<file path="src/hw/rtl/ple_pkg.sv">
// ---------------------------------------------------------------------------
// ple_pkg: shared types for the positional list engine
// Request and status codes, the item structs of both channels and the
// command that the control hands to the row of cells.
// ---------------------------------------------------------------------------
package ple_pkg;

    typedef enum logic [2:0] {
        REQ_INS_FRONT = 3'd0,
        REQ_INS_BACK  = 3'd1,
        REQ_INS_POS   = 3'd2,
        REQ_REM_FRONT = 3'd3,
        REQ_REM_BACK  = 3'd4,
        REQ_REM_POS   = 3'd5
    } t_req;

    typedef enum logic [1:0] {
        ST_OK     = 2'd0,
        ST_BADPOS = 2'd1,
        ST_EMPTY  = 2'd2,
        ST_FULL   = 2'd3
    } t_status;

    localparam int unsigned POS_W   = 8;
    localparam int unsigned VALUE_W = 32;
    localparam int unsigned COUNT_W = 7;

    typedef struct packed {
        logic [2:0]         req_type;
        logic [POS_W-1:0]   position;
        logic [VALUE_W-1:0] item_value;
    } t_in;

    typedef struct packed {
        logic [1:0]         status;
        logic               removed_valid;
        logic [VALUE_W-1:0] removed_item;
        logic [COUNT_W-1:0] entry_count;
    } t_out;

    // Row command: at most one of the two is set
    typedef struct packed {
        logic ins;
        logic rem;
    } t_row_op;

endpackage

</file>
<file path="src/hw/rtl/ple_cell.sv">
// ---------------------------------------------------------------------------
// ple_cell: one slot of the list
// Holds one entry; on a row command it keeps it, loads the new item, or
// takes the value of its left or right neighbour.
// ---------------------------------------------------------------------------
module ple_cell #(
    parameter int unsigned IDX     = 0,
    parameter int unsigned CW      = 7,
    parameter int unsigned W       = 32
) (
    input  logic             i_clk,
    input  logic             i_en,
    input  ple_pkg::t_row_op i_op,
    input  logic [CW-1:0]    i_at,
    input  logic [W-1:0]     i_item,
    input  logic [W-1:0]     i_left,
    input  logic [W-1:0]     i_right,
    output logic [W-1:0]     o_val,
    output logic [W-1:0]     o_hit
);

    localparam logic [CW-1:0] IDX_C = CW'(IDX);

    logic [W-1:0] r_val;
    logic [W-1:0] n_val;

    always_comb begin
        n_val = r_val;
        if (i_en && i_op.ins) begin
            if (IDX_C > i_at) begin
                n_val = i_left;
            end else if (IDX_C == i_at) begin
                n_val = i_item;
            end
        end else if (i_en && i_op.rem) begin
            // close the gap: every slot from the removed one on takes its right neighbour
            if (IDX_C >= i_at) begin
                n_val = i_right;
            end
        end
    end

    always_ff @(posedge i_clk) begin
        r_val <= n_val;
    end

    assign o_val = r_val;
    assign o_hit = (i_op.rem && IDX_C == i_at) ? r_val : '0;

endmodule

</file>
<file path="config.mk">
export PLATFORM = sky130hd
export DESIGN_NAME = ple_cell
export DESIGN_NICKNAME = d
export VERILOG_FILES = /design/src/hw/rtl/ple_pkg.sv /design/src/hw/rtl/ple_cell.sv
export SDC_FILE = /design/constraint.sdc
export NUM_CORES = 1
export LEC_CHECK = 0
export BUFFER_PORTS_ARGS = -buffer_cell sky130_fd_sc_hd__buf_2
export CORE_MARGIN = 2
export CORE_UTILIZATION = 30
export CTS_CLUSTER_SIZE = 30
export DETAILED_ROUTE_END_ITERATION = 8
export GPL_TIMING_DRIVEN = 0
export PLACE_DENSITY_LB_ADDON = 0.3
export SLEW_MARGIN = 25
export SYNTH_ARGS = -nofsm -noshare
export SYNTH_HDL_FRONTEND = slang
export SYNTH_SLANG_ARGS = --single-unit
</file>
<file path="constraint.sdc">
create_clock -name i_clk -period 6 [get_ports i_clk]
set_input_delay 1.2 -clock i_clk [delete_from_list [all_inputs] [get_ports i_clk]]
set_output_delay 1.2 -clock i_clk [all_outputs]
set_load 0.01 [all_outputs]
</file>
# Word-level counts from Yosys, hierarchy flattened
# Cells that the tools add are included.
totals:
  regBits: 32
  latch_bits: 0
  mem_bits_rw: 0
  rom_bits: 0
  in_bits: 107
  output_inout_bits: 64
  word_cells: 17
  n_memories: 0
classes:
  add_sub_neg: 0
  multipliers: 0
  div: 0
  n_lt_le_gt_ge: 2
  eq_ne: 1
  n_shift: 0
  muxes: 6
  bitwise_logic: 0
  n_reduce_logical: 7
ops:
  columns: ["cell", "n"]
  rows:
  - ["two-way mux 32 bit", 6]
  - [">= comparator 1 x 7 -> 1 bit, first input constant", 1]
  - ["greater-than comparator 1 x 7 -> 1 bit, first input constant", 1]
  - ["logical NOT 7 bit", 1]
  - ["nonzero test 2 bit", 2]
  - ["logical AND 1 bit", 3]
  - ["!= test 3 x 1 -> 1 bit, second input constant", 1]
  - ["AND reduction 3 bit", 1]

# Depth between registers and ports, before layout
logic_depth:
  word_depth: 4
  mapped_depth: 4
  mapped_depth_nobuf: 2

# Worst setup path after synthesis
# OpenSTA, ideal clock, no wires.
synth_timing:
  path_kind: "input to register"
  from: "input port i_at[2]"
  to: "register r_val[0] (netlist: o_val[0]) (enable)"
  setup_ps: 461
  arrival_time_ps: 4121
  required_ps: 5539
  slack_ps: 1418
  path_stages: 3
  n_path_buf: 1
  cell_sequence: "or4_4 buf_6 nor3_1"
synth_between:
  elab_chain_len: 3
  word_cells_on_any_way: 6
  cone_classes: "order compare (2); eq/ne (1); reduce/logical (3)"
synth_lines:
  columns: ["item", "line_no", "source"]
  rows:
  - ["from (decl)", "ple_cell.sv:14", "input logic [CW-1:0] i_at,"]
  - ["greater-than comparator 1 x 7 -> 1 bit (tied with other cells)", "ple_cell.sv:30", "if (IDX_C > i_at) begin"]
  - ["!= test 3 x 1 -> 1 bit (no source line) / nonzero test 2 bit (equally long branches)", null, null]
  - ["AND reduction 3 bit (no source line) (*)", null, null]
  - ["to (signal assigned)", "ple_cell.sv:44", "r_val <= n_val;"]
  - ["to (decl)", "ple_cell.sv:24", "logic [W-1:0] r_val;"]
# Mark *: on every way between the ends. The rest lies on a longest branch, timed or not.
# A chain may end at the register's enable or synchronous reset.

# Final worst setup path
layout_timing:
  from: "input port i_at[3]"
  to: "output port o_hit[27]"
layout_between:
  elab_chain_len: 3
layout_lines:
  columns: ["item", "line_no", "source"]
  rows:
  - ["logical NOT 7 bit", "ple_cell.sv:48", "assign o_hit = (i_op.rem && IDX_C == i_at) ? r_val : '0;"]
  - ["logical AND 1 bit", "ple_cell.sv:48", null]
  - ["two-way mux 32 bit", "ple_cell.sv:48", null]
  - ["to (decl)", "ple_cell.sv:19", "output logic [W-1:0] o_hit"]
# Every way passes these cells.

==> qor.yml <==
cts_made_buffers: 5
cts_hold_buf: 0
synth_top_area_share: 0.5023
cts_tree: "yes"
swShare: 0.2082
clk_pin_slew_ps: 60
synth_top_area_cell: "edfxtp_1"
dp_hpwl_mm: 3.886
setup_viol_count_final: 0
synth.distinct_cells: 17
wl_mm: 4.825
p_leak_nw: 1.344
drtIter0Drc: 20
post_drt_wl_per_cell_um: 12.97
hold_violations: 0
setup.worst_path.start: "i_at[3]"
start_util: 0.3065
final.period_utilization: 0.6141
die_w_um: 83.86
tns_ps: 0
busiest_layer: "met2"
viasPerCell: 4.263
final_cell_mix: "buf_2, mux2_2, inv_1, edfxtp_1, nor3_2"
max_cap_violations: 0
end_kind: "output port"
fin_area_um2: 2815
cts_repair_resize_count: 0
io_buffers: 138
num_io_pins: 171
post-cts-setup-buffer-count: 0
p_int_mw: 0.3659
layout_min_cycle_time_ps: 3684
largest_reg_flops: 32
startpoint_type: "input port"
layout-drive-gt1-share: 0.7492
maxSlewHeadroom: 0.7831
core_area_um2: 6241
ys_ff_latch: 32
antenna_found_initial: 0
grt_pass1_wl_mm: 7.831
fillers: 609
drc_errors: 0
antenna_left: 0
cts_root_buffer: "clkbuf_8"
clkPwrFrac: 0.332
combPwrFrac: 0.130
grt-ovfl-total: 0
min-delay-start: "i_item[20]"
syn_nets: 252
clock_path_buffers: 2
avgSynthCellArea_um2: 13.19
use_met2: 0.2596
syn2layout_area_growth_pct: 47.15
switching_power_mw: 0.09622
layout_commonest_cell: "buf_2"
die_h_um: 83.86
nNetsFinal: 401
tightest_slew_ps: 323.7
dpl_cell_area_um2: 2735
yosysWarnings: 0
hold_class: "in2reg"
cp_max_fo: 10
netlist_area_um2: 1913
n_antenna_cell: 0
synth_cells: 145
pwr-share-seq: 0.538
h-tree-depth: 2
vias: 1586
gp_routability_congestion: 0.7981
final_max_slew_viol_count: 0
synth-seq-area-share: 0.5023
grtUsageMet3: 0.04451
clock-sinks: 32
grtUsageTotal: 0.1413
fmax_mhz: 271.4
critical_path_class: "in2out"
first_pass_iters: 3
holdWs_ps: 1224
grt_max_degree: 11
cp.required_ps: 4800
grt_pass1_vias: 1673
p_total_mw: 0.4622
pwr_density_cell_nw_per_um2: 164.2
max-vdd-ir-drop_uv: 129.0
use_met1: 0.1521
design.die.area_um2: 7032
status: "completed"
num_rows: 29
worstPathArrival_ps: 2480
rsz0062_at_grt: "no"
synth_area_leaders: "edfxtp_1, mux2_2, nor3_2"
stage by stage:
step / cells / utilization / worst slack [ps]
global placement: 360 / 0.4326 / 92.75
detailed placement: 364 / 0.4383 / 2313
finish: 372 / 0.4511 / 2316
CTS: 372 / 0.4511 / 2302
floorplan: 145 / - / 1418
global route: 372 / 0.4511 / 2228
final timing paths:
kind | to | cells after the start
worst max-delay path | o_hit[27] | 6
worst min-delay path | o_val[20] | 2
final cells by class:
class | count | area (um2) | share of cell area
timing repair buffer | 142 | 720.7 | 0.2560
clock inverter | 1 | 3.754 | 0.001333
multi-input combinational | 70 | 729.5 | 0.2591
tap | 77 | 96.34 | 0.03422
sequential | 32 | 960.9 | 0.3413
buffer | 11 | 107.6 | 0.03822
clock buffer | 7 | 76.32 | 0.02711
inverter | 32 | 120.1 | 0.04267
kinds of logic (layout without fill, tap and decap cells):
kind of cell / count (synthesis) / in the layout / synth area share
DFF: 32 / 32 / 0.5023
and+or+nand+nor: 37 / 37 / 0.1877
AOI/OAI and AO/OA: 1 / 1 / 0.002614
buffers and inverters: 43 / 193 / 0.1190
muxes: 32 / 32 / 0.1884
routing by layer:
metal  wire length (um)  share of wire
met5                  0              0
met4                 74          0.015
met2               2519           0.52
met1               1895           0.39
met3                335          0.069
critical path, cell delays in order:
cell and delay [ps]:
buf_2 110, or4b_1 500, clkbuf_1 170, buf_4 220, nor3_2 120, buf_2 160
power groups by stage:
| stage | Combinational [mW] | Sequential [mW] | Clock (mW) |
|---|---|---|---|
| finish | 0.0600 | 0.249 | 0.154 |
| global route | 0.0663 | 0.248 | 0.173 |
| CTS | 0.0610 | 0.249 | 0.162 |
| detailed placement | 0.0606 | 0.253 | 0 |
| global placement | 0.0595 | 0.253 | 0 |
| floorplan | 0.0308 | 0.254 | 0 |
synth_stat cells:
| master | instances |
|---|---|
| o21ai_0 | 1 |
| nor3_1 | 3 |
| or4b_1 | 1 |
| mux2_2 | 32 |
| buf_8 | 1 |
| buf_6 | 1 |
| nor3_2 | 28 |
| or4_4 | 1 |
| buf_12 | 2 |
| clkbuf_1 | 1 |
| inv_1 | 32 |
| nor3_4 | 2 |
| buf_4 | 3 |
| nand2_1 | 1 |
| or3_1 | 1 |
| buf_2 | 3 |
| edfxtp_1 | 32 |
No activity file was read; power rests on OpenSTA's default activity.
