===== src/hw/rtl/ple_pkg.sv =====
// ---------------------------------------------------------------------------
// ple_pkg: shared types for the positional list engine
// Request and status codes, the item structs of both channels and the
// command that the control hands to the row of cells.
// ---------------------------------------------------------------------------
package ple_pkg;

    typedef enum logic [2:0] {
        REQ_INS_FRONT = 3'd0,
        REQ_INS_BACK  = 3'd1,
        REQ_INS_POS   = 3'd2,
        REQ_REM_FRONT = 3'd3,
        REQ_REM_BACK  = 3'd4,
        REQ_REM_POS   = 3'd5
    } t_req;

    typedef enum logic [1:0] {
        ST_OK     = 2'd0,
        ST_BADPOS = 2'd1,
        ST_EMPTY  = 2'd2,
        ST_FULL   = 2'd3
    } t_status;

    localparam int unsigned POS_W   = 8;
    localparam int unsigned VALUE_W = 32;
    localparam int unsigned COUNT_W = 7;

    typedef struct packed {
        logic [2:0]         req_type;
        logic [POS_W-1:0]   position;
        logic [VALUE_W-1:0] item_value;
    } t_in;

    typedef struct packed {
        logic [1:0]         status;
        logic               removed_valid;
        logic [VALUE_W-1:0] removed_item;
        logic [COUNT_W-1:0] entry_count;
    } t_out;

    // Row command: at most one of the two is set
    typedef struct packed {
        logic ins;
        logic rem;
    } t_row_op;

endpackage


===== src/hw/rtl/ple_ctrl.sv =====
// ---------------------------------------------------------------------------
// ple_ctrl: request decode and entry count
// Checks a request against the count, picks the target slot and the row
// command, and updates the count when an item is taken.
// ---------------------------------------------------------------------------
module ple_ctrl #(
    parameter int unsigned CAPACITY = 64,
    parameter int unsigned CW       = 7
) (
    input  logic             i_clk,
    input  logic             i_rst_n,
    input  logic             i_take,
    input  ple_pkg::t_in     i_req,
    output ple_pkg::t_row_op o_op,
    output logic [CW-1:0]    o_at,
    output logic [1:0]       o_status,
    output logic [CW-1:0]    o_count_next
);

    localparam int unsigned AW = (CW > ple_pkg::POS_W) ? CW : ple_pkg::POS_W;
    localparam logic [CW-1:0] CAP_C = CW'(CAPACITY);

    logic [CW-1:0] r_count;
    logic [AW-1:0] pos_ext;
    logic [AW-1:0] cnt_ext;
    logic          full;
    logic          empty;

    assign pos_ext = AW'(i_req.position);
    assign cnt_ext = AW'(r_count);
    assign full    = (r_count >= CAP_C);
    assign empty   = (r_count == '0);

    always_comb begin
        o_op         = '0;
        o_at         = '0;
        o_status     = ple_pkg::ST_OK;
        o_count_next = r_count;
        unique case (i_req.req_type)
            ple_pkg::REQ_INS_FRONT, ple_pkg::REQ_INS_BACK, ple_pkg::REQ_INS_POS: begin
                if (i_req.req_type == ple_pkg::REQ_INS_BACK) begin
                    o_at = r_count;
                end else if (i_req.req_type == ple_pkg::REQ_INS_POS) begin
                    o_at = pos_ext[CW-1:0];
                end
                if (i_req.req_type == ple_pkg::REQ_INS_POS && pos_ext > cnt_ext) begin
                    o_status = ple_pkg::ST_BADPOS;
                end else if (full) begin
                    o_status = ple_pkg::ST_FULL;
                end else begin
                    o_op.ins     = 1'b1;
                    o_count_next = r_count + 1'b1;
                end
            end
            ple_pkg::REQ_REM_FRONT, ple_pkg::REQ_REM_BACK: begin
                if (i_req.req_type == ple_pkg::REQ_REM_BACK) begin
                    o_at = r_count - 1'b1;
                end
                if (empty) begin
                    o_status = ple_pkg::ST_EMPTY;
                end else begin
                    o_op.rem     = 1'b1;
                    o_count_next = r_count - 1'b1;
                end
            end
            ple_pkg::REQ_REM_POS: begin
                o_at = pos_ext[CW-1:0];
                if (pos_ext >= cnt_ext) begin
                    o_status = ple_pkg::ST_BADPOS;
                end else begin
                    o_op.rem     = 1'b1;
                    o_count_next = r_count - 1'b1;
                end
            end
            default: begin
                // unused codes: drop, list unchanged
            end
        endcase
    end

    always_ff @(posedge i_clk) begin
        if (!i_rst_n) begin
            r_count <= '0;
        end else if (i_take) begin
            r_count <= o_count_next;
        end
    end

endmodule


===== config.mk =====
export PLATFORM = sky130hd
export DESIGN_NAME = ple_ctrl
export DESIGN_NICKNAME = d
export VERILOG_FILES = /design/src/hw/rtl/ple_pkg.sv /design/src/hw/rtl/ple_ctrl.sv
export SDC_FILE = /design/constraint.sdc
export NUM_CORES = 1
export LEC_CHECK = 0
export BUFFER_PORTS_ARGS = -buffer_cell sky130_fd_sc_hd__buf_2
export CORE_UTILIZATION = 50
export CTS_CLUSTER_SIZE = 40
export DETAILED_ROUTE_END_ITERATION = 16
export PLACE_DENSITY = 0.91
export SYNTH_ARGS = -nofsm -noshare
export SYNTH_HDL_FRONTEND = slang
export SYNTH_SLANG_ARGS = --single-unit
export TNS_END_PERCENT = 50

===== constraint.sdc =====
create_clock -name i_clk -period 4.9 [get_ports i_clk]
set_input_delay 0.98 -clock i_clk [delete_from_list [all_inputs] [get_ports i_clk]]
set_output_delay 0.98 -clock i_clk [all_outputs]
set_load 0.01 [all_outputs]

* Yosys cells after proc, flatten, opt, wreduce, memory -nomap -nowiden *
Index checks and enable logic that the tools add are counted.

word-level totals
  register bits after elaboration = 7
  memories kept = 0
  bits of input ports = 46
  bits in latches = 0
  bits in read-only memories = 0
  memory bits (writable) = 0

operators by class
  equality and inequality tests = 5
  add/subtract/negate cells = 2
  mux-type cells = 20
  $mul = 0
  bitwise logic cells = 0
  order comparisons = 3
  reduce and logical (&&, ||, !) cells = 5
  shifts and indexed selects = 0
  divide/modulo/power cells = 0

operator list
  operator             count
  $mux 7               7
  $pmux 7 s3           2
  $ge 8x7->1           1
  $gt 8x7->1           1
  $add 7x1->7 const B  1
  $ge 7x7->1 const B   1
  $logic_not 7->1      1
  $sub 7x1->7 const B  1
  $eq 3x2->1 const B   2
  $eq 3x3->1 const B   2
  $mux 1               6
  $mux 2               3
  $pmux 2 s3           1
  $eq 3x1->1 const B   1
  $logic_not 3->1      1
  $reduce_or 3->1      1
  $pmux 1 s2           1
  $reduce_or 2->1      1
  $logic_and 1x1->1    1

* Longest topological paths before layout *
  depth after elaboration = 4
  mapped depth = 9
  gate-level depth less buffers = 8

* Worst setup path before layout *
No wires, ideal clock.

  kind = input to output
  start = input port i_req[37] (netlist bit)
  end = output port o_count_next[3]
  buffers on the path = 0
  stages = 7
  required time = 3.920 ns
  arrival = 2.861 ns
  path slack = 1.059 ns
  path through = ha_1 a21o_1 a211o_1 o311ai_4 nor3b_4 nand2_1 a211o_1

between the ends
  word-level cells in the longest chain between the ends = 4

ends and longest elaborated chain
  item               RTL line        RTL
  from (decl)        ple_ctrl.sv:13  input ple_pkg::t_in i_req,
  $gt 8x7->1         ple_ctrl.sv:46  if (i_req.req_type == ple_pkg::REQ_INS_POS && pos_ext > cnt_ext) begin
  $logic_and 1x1->1  ple_ctrl.sv:46
  $mux 7             ple_ctrl.sv:46
  $pmux 7 s3 *       ple_ctrl.sv:39  unique case (i_req.req_type)
  to (decl)          ple_ctrl.sv:17  output logic [CW-1:0] o_count_next

Every way passes the cells marked *; elsewhere a longest branch is shown, timed or not.

* Worst setup path after layout *
Ends and elaborated chain as after synthesis.

==> flow_summary.ini <==
[run_status]
result_of_the_run = complete, no violations

[floorplanning]
io_pins = 64
initial_core_util = 0.533
die_height_um = 53.4
floorplan.die.width_um = 53.4
design.die.area_sq_um = 2850
num_rows = 18
floorplan.core_area_sq_um = 2480

[finish]
most-common-layout-cells = 31 x sky130_fd_sc_hd__buf_2, 26 x sky130_fd_sc_hd__nand2_1, 19 x sky130_fd_sc_hd__o21ai_0, 13 x sky130_fd_sc_hd__inv_1, 12 x sky130_fd_sc_hd__nor2_1
final_net_count = 276
area_growth_pct = 13.8
insertedDiodeCount = 0
nFillCells = 261
largest_register = r_count
instances_no_fill = 249
post_route_cells_drive_above_1_share = 0.201
layout.cells.most_common = sky130_fd_sc_hd__buf_2
reg.largest.list = r_count: 7 flops
multiInputGateArea_sq_um = 1090
largest_reg_flops = 7
ff_latch_area_sq_um = 140
final_core_util = 0.607

[power]
pwr-share-clk = 0.158
share_of_power_burned_in_registers = 0.227
power.combinational.fraction = 0.615
internal_power_mw = 0.181
p_per_area_nw_per_um2 = 223
p_leak_nw = 0.705
power.net_switching_mw = 0.154
switching_share = 0.459
vdd_ir_drop_max_v = 0.000196

[logic_synthesis]
syn_area_sq_um = 1320
yosysSeqAreaShare = 0.106
ffs_w_async_s_r_synth = 0
count_of_state_elements_after_synthesis = 7
synth-edff-count = 0
synth.lib_cells_used.distinct = 51
mappedNetlistNets = 250
dominantRegCellSynth = sky130_fd_sc_hd__dfxtp_1
yosys_warnings = 0
post_synth.cell_area_avg_sq_um = 6.81
synth_cells = 194

[setup_path]
cp_data_required_time_ps = 3920
worst_path_max_fanout = 7
timing.critical_path.buf_inv = 2
cp-startpoint = i_req[37]
critical_path_cell_count = 9
arrival_ps = 3350
setup.worst_path.start_class = input port
worst_setup_path_end_kind = primary output
crit_path_cell_trace = buf_2, ha_1, a21o_1, a211o_1, o311ai_4, nor3b_4, nand2_1, a211o_1, buf_2
timing.critical_path.slowest_cell_delay_ps = 430
kind_of_critical_path = input port to primary output
worst_setup_path_endpoint = o_count_next[3]
r2r_start = r_count[6]$_SDFFE_PN0P_
r2r_setup_slk_ps = 1900
reg2regPathDepth = 8
crit_family = compound AO/OA/AOI/OAI gates
regToRegEndpoint = r_count[3]$_SDFFE_PN0P_
crit_slowest_cell = sky130_fd_sc_hd__nor3b_4

[sta]
timing.final.hold_violations = 0
slew_viol_final = 0
post-route-period-util = 0.883
slew-limit-headroom = 0.546
finalWorstPathRequiredPeriod_ps = 4330
f_max_mhz = 231
finClkSkew_ps = 5.57
sum_neg_setup_slack_ps = 0
worst-slew-pin-transition_ps = 679
rsz0062_at_grt = no
count_of_endpoints_failing_setup_in_the_final_report = 0

[clock_tree]
cts_buffers = 3
post_cts_buffers = 0
tritoncts = yes
ctsResizeCount = 0
worstSkewPairLatency_ps = 250
ctsLongestPathBuffers = 2
clock_sinks = 7
cts.clk_slew.worst_paths_ps = 50
clock-root-buffer = sky130_fd_sc_hd__clkbuf_4
cts.hold.buffers_added = 0
h-tree-depth = 1

[global_routing]
grt_pass1_wl_mm = 5.80
pin_count_of_the_biggest_net_entering_global_routing = 21
grt_usage = 0.273
antenna_found_initial = 0
via_count_of_the_first_global_routing_pass = 1331
gr-total-overflow = 0

[routing]
drt-pass1-iter-count = 4
totalWireLength_mm = 3.49
wl_per_cell_um = 14.0
detail-route-antenna-nets = 0
via_per_inst = 6.32
via_count = 1573
drc_errors = 0
drtIter0Drc = 75

[hold_path]
hold_path.startpoint = r_count[0]$_SDFFE_PN0P_
worstHoldPathType = flop to flop

[run]
drv.max_cap_violation_count = 0

[placement]
dp_hpwl_mm = 2.75
placedCellCount = 245
io_buffers = 31
routabilityCongestion = 0.897
==> metrics by stage <==
stage	setup slack, ps	power [mW]	instance area, sq um	hold slack, ps
2_1_floorplan	1060	0.225	1320	580
3_3_place_gp	660	0.276	1480	609
3_5_place_dp	618	0.281	1480	631
4_1_cts	611	0.336	1500	638
5_1_grt	501	0.367	1500	679
6_report	574	0.335	1500	633
==> worst min path at each step <==
stage	endpoint	slack [ps]	depth (start not counted)
5_1_grt	r_count[5]$_SDFFE_PN0P_	680	1
2_1_floorplan	r_count[5]$_SDFFE_PN0P_	580	1
6_report	r_count[0]$_SDFFE_PN0P_	630	2
3_5_place_dp	r_count[0]$_SDFFE_PN0P_	630	2
3_3_place_gp	r_count[0]$_SDFFE_PN0P_	610	2
4_1_cts	r_count[0]$_SDFFE_PN0P_	640	2
==> cell usage after synthesis (7+ instances only) <==
library cell,count,area share
sky130_fd_sc_hd__nand2_1,26,0.074
sky130_fd_sc_hd__o21ai_0,19,0.072
sky130_fd_sc_hd__inv_1,13,0.037
sky130_fd_sc_hd__nor2_1,12,0.034
sky130_fd_sc_hd__ha_1,10,0.095
sky130_fd_sc_hd__a21oi_1,9,0.034
sky130_fd_sc_hd__clkbuf_1,8,0.023
sky130_fd_sc_hd__xnor2_1,8,0.053
sky130_fd_sc_hd__dfxtp_1,7,0.11
sky130_fd_sc_hd__nand3_1,7,0.027
==> worst reg2reg max path: cells and delay by family, from the launching register on <==
kind | cells | cell delay (ps)
fa+ha+maj | 1 | 340
simple gates | 3 | 850
buf+inv | 1 | 200
compound gates | 3 | 960
flops | 1 | 540
==> power by group through the flow <==
stage,logic [mW],registers (mW),clock network (mW)
after floorplan,0.158,0.0674,0
after global placement,0.199,0.0768,0
after detailed placement,0.204,0.0769,0
after CTS,0.205,0.0756,0.0557
after global routing,0.230,0.0772,0.0598
final,0.206,0.0761,0.0529
==> layer usage <==
layer	GRT usage	routed length [um]	up-vias
met2	0.469	1630	81
met5	0	0	-
met4	0.0263	14	0
met1	0.354	1520	717
li1	-	-	773
met3	0.0575	327	2
==> cell families after synthesis <==
kind of cell    synth area share
simple gates               0.321
flops                      0.106
buf+inv                   0.0701
compound gates             0.340
mux                       0.0152
xor+xnor                  0.0530
fa+ha+maj                 0.0947
==> layout make-up <==
class / count / area share
Timing Repair Buffer: 32 / 0.108
Multi-Input combinational cell: 163 / 0.724
Tap cell: 30 / 0.0250
Clock buffer: 4 / 0.0175
Sequential cell: 7 / 0.0932
Inverter: 13 / 0.0324
Note: power is estimated with default switching activity, not from simulation.
